File: config.mk
export PLATFORM = sky130hd
export DESIGN_NAME = alsc_div
export DESIGN_NICKNAME = d
export VERILOG_FILES = /design/src/hdl/alsc_div.sv
export SDC_FILE = /design/constraint.sdc
export NUM_CORES = 2
export LEC_CHECK = 0
export BUFFER_PORTS_ARGS = -buffer_cell sky130_fd_sc_hd__buf_4
export CORE_MARGIN = 4
export CORE_UTILIZATION = 40
export CTS_CLUSTER_SIZE = 24
export DETAILED_ROUTE_END_ITERATION = 10
export HOLD_SLACK_MARGIN = 0.12
export PLACE_DENSITY = 0.63
export SYNTH_ARGS = -nofsm -noshare
export SYNTH_HDL_FRONTEND = slang
export SYNTH_SLANG_ARGS = --single-unit
File: constraint.sdc
create_clock -name clock -period 13.8 [get_ports clock]
set_clock_uncertainty 0.2 [all_clocks]
set_input_delay 2.07 -clock clock [delete_from_list [all_inputs] [get_ports clock]]
set_output_delay 2.07 -clock clock [all_outputs]
set_load 0.01 [all_outputs]
File: src/hdl/alsc_div.sv
// Pipelined restoring divider, one quotient bit per register stage.
// The divisor must be held stable by the user while words are in flight.
// The block does not enforce this; a payload rides along. No dependencies.
module alsc_div #(
   parameter int NUM_W = 42,
   parameter int DEN_W = 20,
   parameter int PAY_W = 23
) (
   input  logic             clock,
   input  logic             reset,
   input  logic             en,
   input  logic             in_valid,
   input  logic [NUM_W-1:0] in_num,
   input  logic [DEN_W-1:0] den,
   input  logic [PAY_W-1:0] in_pay,
   output logic             out_valid,
   output logic [NUM_W-1:0] out_quot,
   output logic [PAY_W-1:0] out_pay
);

   logic             vld_ff  [NUM_W];
   logic [DEN_W-1:0] rem_ff  [NUM_W];
   logic [NUM_W-1:0] work_ff [NUM_W];
   logic [PAY_W-1:0] pay_ff  [NUM_W];

   for (genvar k = 0; k < NUM_W; k++) begin : g_stage
      logic             vld_prev;
      logic [DEN_W-1:0] rem_prev;
      logic [NUM_W-1:0] work_prev;
      logic [PAY_W-1:0] pay_prev;
      logic [DEN_W:0]   trial;
      logic [DEN_W:0]   diff;
      logic             ge;
      logic [DEN_W-1:0] rem_in;
      logic [NUM_W-1:0] work_in;

      if (k == 0) begin : g_first
         assign vld_prev  = in_valid;
         assign rem_prev  = '0;
         assign work_prev = in_num;
         assign pay_prev  = in_pay;
      end else begin : g_next
         assign vld_prev  = vld_ff[k-1];
         assign rem_prev  = rem_ff[k-1];
         assign work_prev = work_ff[k-1];
         assign pay_prev  = pay_ff[k-1];
      end

      assign trial   = {rem_prev, work_prev[NUM_W-1]};
      assign diff    = trial - {1'b0, den};
      assign ge      = (trial >= {1'b0, den});
      assign rem_in  = ge ? diff[DEN_W-1:0] : trial[DEN_W-1:0];
      assign work_in = {work_prev[NUM_W-2:0], ge};

      always_ff @(posedge clock) begin
         if (reset) begin
            vld_ff[k] <= 1'b0;
         end else if (en) begin
            vld_ff[k] <= vld_prev;
         end
         if (en) begin
            rem_ff[k]  <= rem_in;
            work_ff[k] <= work_in;
            pay_ff[k]  <= pay_prev;
         end
      end
   end

   assign out_valid = vld_ff[NUM_W-1];
   assign out_quot  = work_ff[NUM_W-1];
   assign out_pay   = pay_ff[NUM_W-1];

endmodule

# --- Word-level counts from Yosys, hierarchy flattened ---
# Memories as Yosys holds them, arrays and structs flattened.
# Cells that the tools add are included.
word_totals:
  reg_bits: 0
  mem_bits_rw: 3612
  inputBits: 89
  out_inout_bits: 66
  word_cells: 220
  mem_count: 4
mem_list:
  columns: ["name", "depth", "width", "read_ports", "rd_ports_with_merged_regs", "wr", "line", "text"]
  rows:
  - ["work_ff", 42, 42, 42, 0, 42, "23", "logic [NUM_W-1:0] work_ff [NUM_W];"]
  - ["pay_ff", 42, 23, 42, 0, 42, "24", "logic [PAY_W-1:0] pay_ff [NUM_W];"]
  - ["rem_ff", 42, 20, 41, 0, 42, "22", "logic [DEN_W-1:0] rem_ff [NUM_W];"]
  - ["vld_ff", 42, 1, 42, 0, 42, "21", "logic vld_ff [NUM_W];"]
op_classes:
  n_addsub: 42
  magnitude_cmp: 42
  mux: 90
  bitwise_logic: 42
ops:
  columns: ["op", "count"]
  rows:
  - ["$ge A21 B20 Y1", 41]
  - ["$mux W20", 42]
  - ["$sub A20 B20 Y20", 41]
  - ["$mux W1", 48]
  - ["$or A1 B1 Y1", 42]
  - ["$ge A1 B20 Y1", 1]
  - ["$sub A1 B20 Y20", 1]

# --- Longest topological paths before layout ---
depth:
  word_depth: 4
  mapped_depth: 14
  ltp_nobuf: 12

# --- Worst setup path after synthesis ---
# Ideal clock, no wire load.
synth_path:
  path_kind: "input port to flip-flop"
  from: "input den[1]"
  to: "memory rem_ff[1][2], in the netlist rem_ff[0][22], data pin"
  setup_ps: 260
  arrival_ps: 5525
  required_time_ps: 13340
  path_slack_ps: 7815
  path_stages: 13
  path_buffers: 2
  path_cell_list: "clkbuf_1 -> inv_1 -> ha_1 -> nor2b_1 -> o31a_1 -> o21ai_1 -> nand2b_1 -> a31o_2 -> a41o_1 -> a211oi_2 -> a22o_1 -> buf_2 -> mux2_2"
synth_rtl:
  columns: ["item", "line", "text"]
  rows:
  - ["start, declared", "14", "input logic [DEN_W-1:0] den,"]
  - ["end, declared", "22", null]

==> flow_summary.json <==
{
  "routedWlPerCell_um": 19.1,
  "fin_crit_ns": 6.20,
  "ys.flop_type": "edfxtp_1",
  "synth_area_leaders": "edfxtp_1 69%, ha_1 6.6%, mux2_2 3.2%",
  "r2r_cells": 10,
  "syn_nets": 11200,
  "multiInputGateArea_sq_mm": 0.0462,
  "ctsResizeCount": 0,
  "power.density_mw_per_mm2": 222,
  "first_pass_iters": 8,
  "hold-path-endpoint": "work_ff[0][565]",
  "clockBufferDepth": 4,
  "wl_met2_um": 141000,
  "syn-cell-area_sq_mm": 0.156,
  "crit_fanout": 27,
  "hold_viol_final": 0,
  "n_fill_cell": 33600,
  "die_x_um": 632,
  "h-tree-depth": 5,
  "path_class": "input pin to register",
  "num_rows": 228,
  "io_buffers": 154,
  "ys_types": 95,
  "antenna_found_initial": 17,
  "worstReg2RegEnd": "rem_ff[2][87]",
  "rsz0062_at_grt": "false",
  "synth_top_area_share_pct": 69.3,
  "crit_path_end_kind": "register",
  "die_h_um": 632,
  "min_period_over_period_pct": 44.9,
  "postRouteAntennaNets": 0,
  "drive_above_1_share_pct": 12.5,
  "initial_utilization_pct": 40.3,
  "fmax_mhz": 161,
  "finalSetupTns_ns": 0,
  "cts_root_buf": "clkbuf_16",
  "fin_util_pct": 45.6,
  "postCtsSetupBuffers": 0,
  "r2r_slack_ns": 9.51,
  "numCtsBuffers": 386,
  "gp_congestion": 0.870,
  "vias": 85000,
  "ys_async_sr_fraction_pct": 0,
  "nNetsFinal": 11700,
  "grt_pass1_wl_um": 482000,
  "path_clk_slew_ns": 0.06,
  "cts_tree": "built",
  "status": "complete, no violations",
  "area_delta_synth_final_pct": 13.2,
  "wl_met3_um": 16000,
  "worstSkewPairLatency_ns": 0.95,
  "relSlewSlack_pct": 11.5,
  "register_area_sq_mm": 0.108,
  "setup-violations-final": 0,
  "clkSinkCount": 3592,
  "hold-path-cell-count": 0,
  "avgSynthCellArea_sq_um": 15.2,
  "hpwl_um": 194000,
  "drcViolationCount": 0,
  "synth-edff-count": 3592,
  "cp.arrival_ns": 6.69,
  "met1_length_um": 142000,
  "vdd_ir_drop_max_uv": 118,
  "r2r-start": "rem_ff[2][60]",
  "route.top_layer_used": "met4",
  "drv_slew": 0,
  "drt_wl_total_um": 309000,
  "synth_top_cells_by_count": "3592 x edfxtp_1, 822 x ha_1, 736 x a21oi_1, 636 x nor2_1, 436 x mux2_2",
  "cap_violations": 0,
  "ys_ff_latch": 3592,
  "drt_iter0_markers": 6653,
  "pin_count": 155,
  "worstHoldStart": "work_ff[0][522]",
  "via_per_inst": 5.24,
  "die_area_sq_mm": 0.399,
  "grt-ovfl-total": 0,
  "tightestPinTransition_ns": 1.32,
  "hold_path.class": "register to register",
  "start_kind": "input pin",
  "worstPathRequired_ns": 14.29,
  "core_area_sq_mm": 0.387,
  "ys_warn_count": 0,
  "syn_inst": 10200,
  "ys_seq_area_share_pct": 69.3,
  "dp_cells": 15500,
  "hold_buffers": 0,
  "synth_most_common_cell": "edfxtp_1",
  "yosysTopAreaCell": "edfxtp_1",
  "p_leak_nw": 64.3,
  "grt_pass1_vias": 85200,
  "grt_util_all_layers_pct": 15.1,
  "grt_max_degree": 194,
  "stdcell_count": 16200
}
==> placed cells by master, fill, tap and decap left out, drive strengths merged, types with 41 or more instances in the layout <==
cell / netlist / routed
clkinv: 0 / 155
nand2b: 108 / 108
nor3: 161 / 161
o31ai: 41 / 41
nand3: 153 / 153
o21ai: 427 / 427
mux2i: 62 / 62
nand2: 371 / 371
and3: 52 / 52
xor2: 218 / 218
nand4: 91 / 91
ha: 822 / 822
a21oi: 739 / 739
a31oi: 69 / 69
clkbuf: 88 / 460
inv: 294 / 317
buf: 63 / 254
nor2b: 138 / 138
o21bai: 65 / 65
nor2: 636 / 636
xnor2: 389 / 389
and2: 75 / 75
a21boi: 48 / 48
o21a: 107 / 107
mux2: 470 / 470
a211oi: 87 / 87
a21o: 302 / 302
edfxtp: 3592 / 3592
==> area by class of cell <==
class	count	area share [%]
clock inverter	247	1.42
sequential	3592	61.2
tap	5175	3.67
multi-input combinational	6180	26.2
clock buffer	460	5.67
antenna	5	0.00710
timing repair buffer	254	1.24
inverter	294	0.626
==> power breakdown <==
| group | leakage (nW) | switching, mW | internal [mW] |
|---|---|---|---|
| clock | 5.99 | 4.26 | 5.88 |
| combinational | 23.2 | 7.14 | 6.05 |
| sequential | 35.1 | 1.09 | 14.7 |
==> worst max-delay path, cell delays in order <==
cell and delay, ns:
buf_6 0.17, inv_1 0.10, buf_4 0.37, buf_4 0.63, ha_1 0.36, nor2b_1 0.13
o21ai_0 0.21, a21boi_0 0.23, o311ai_2 0.33, nand3_1 0.15, nor2_1 0.14, o21ai_0 0.15
a2111oi_4 0.82, buf_4 0.34, mux2_2 0.36
==> how the worst max path moves through the flow <==
stage | start | end | slack (ns) | cells after the start
2_1_floorplan | den[1] | rem_ff[0][22] | 7.82 | 13
3_3_place_gp | den[1] | rem_ff[0][82] | 6.65 | 14
3_5_place_dp | den[1] | rem_ff[0][205] | 6.66 | 15
4_1_cts | den[1] | rem_ff[0][217] | 7.72 | 15
5_1_grt | den[1] | rem_ff[0][217] | 7.32 | 15
6_report | den[1] | rem_ff[0][217] | 7.60 | 15
==> flip-flops by register name, summed over array words and instances (netlist names) <==
name,count
work_ff,1764
vld_ff,42
rem_ff,820
pay_ff,966
==> metal layers <==
layer,vias up,track usage [%]
met1,41600,21.1
met2,2125,24.1
met3,596,2.43
li1,40700,-
met5,-,0
met4,0,4.89
==> stage by stage <==
| stage | hold WS [ns] | instance area [sq um] | worst slack (ns) | power [mW] |
|---|---|---|---|---|
| 6_report | 0.199 | 176000 | 7.60 | 39.2 |
| 2_1_floorplan | 0.200 | 156000 | 7.82 | 25.8 |
| 3_3_place_gp | 0.200 | 164000 | 6.65 | 28.8 |
| 4_1_cts | 0.196 | 176000 | 7.72 | 39.5 |
| 3_5_place_dp | 0.205 | 164000 | 6.66 | 29.1 |
| 5_1_grt | 0.190 | 176000 | 7.32 | 41.7 |
==> cells by family after synthesis <==
group	after synthesis	share of synthesized area (%)
xor+xnor	607	3.41
buf+inv	445	1.16
fa+ha+maj	862	7.12
simple gates	1978	6.18
flops	3592	69.3
compound gates	2201	9.03
mux	532	3.84
No activity file was read; power rests on OpenSTA's default activity.
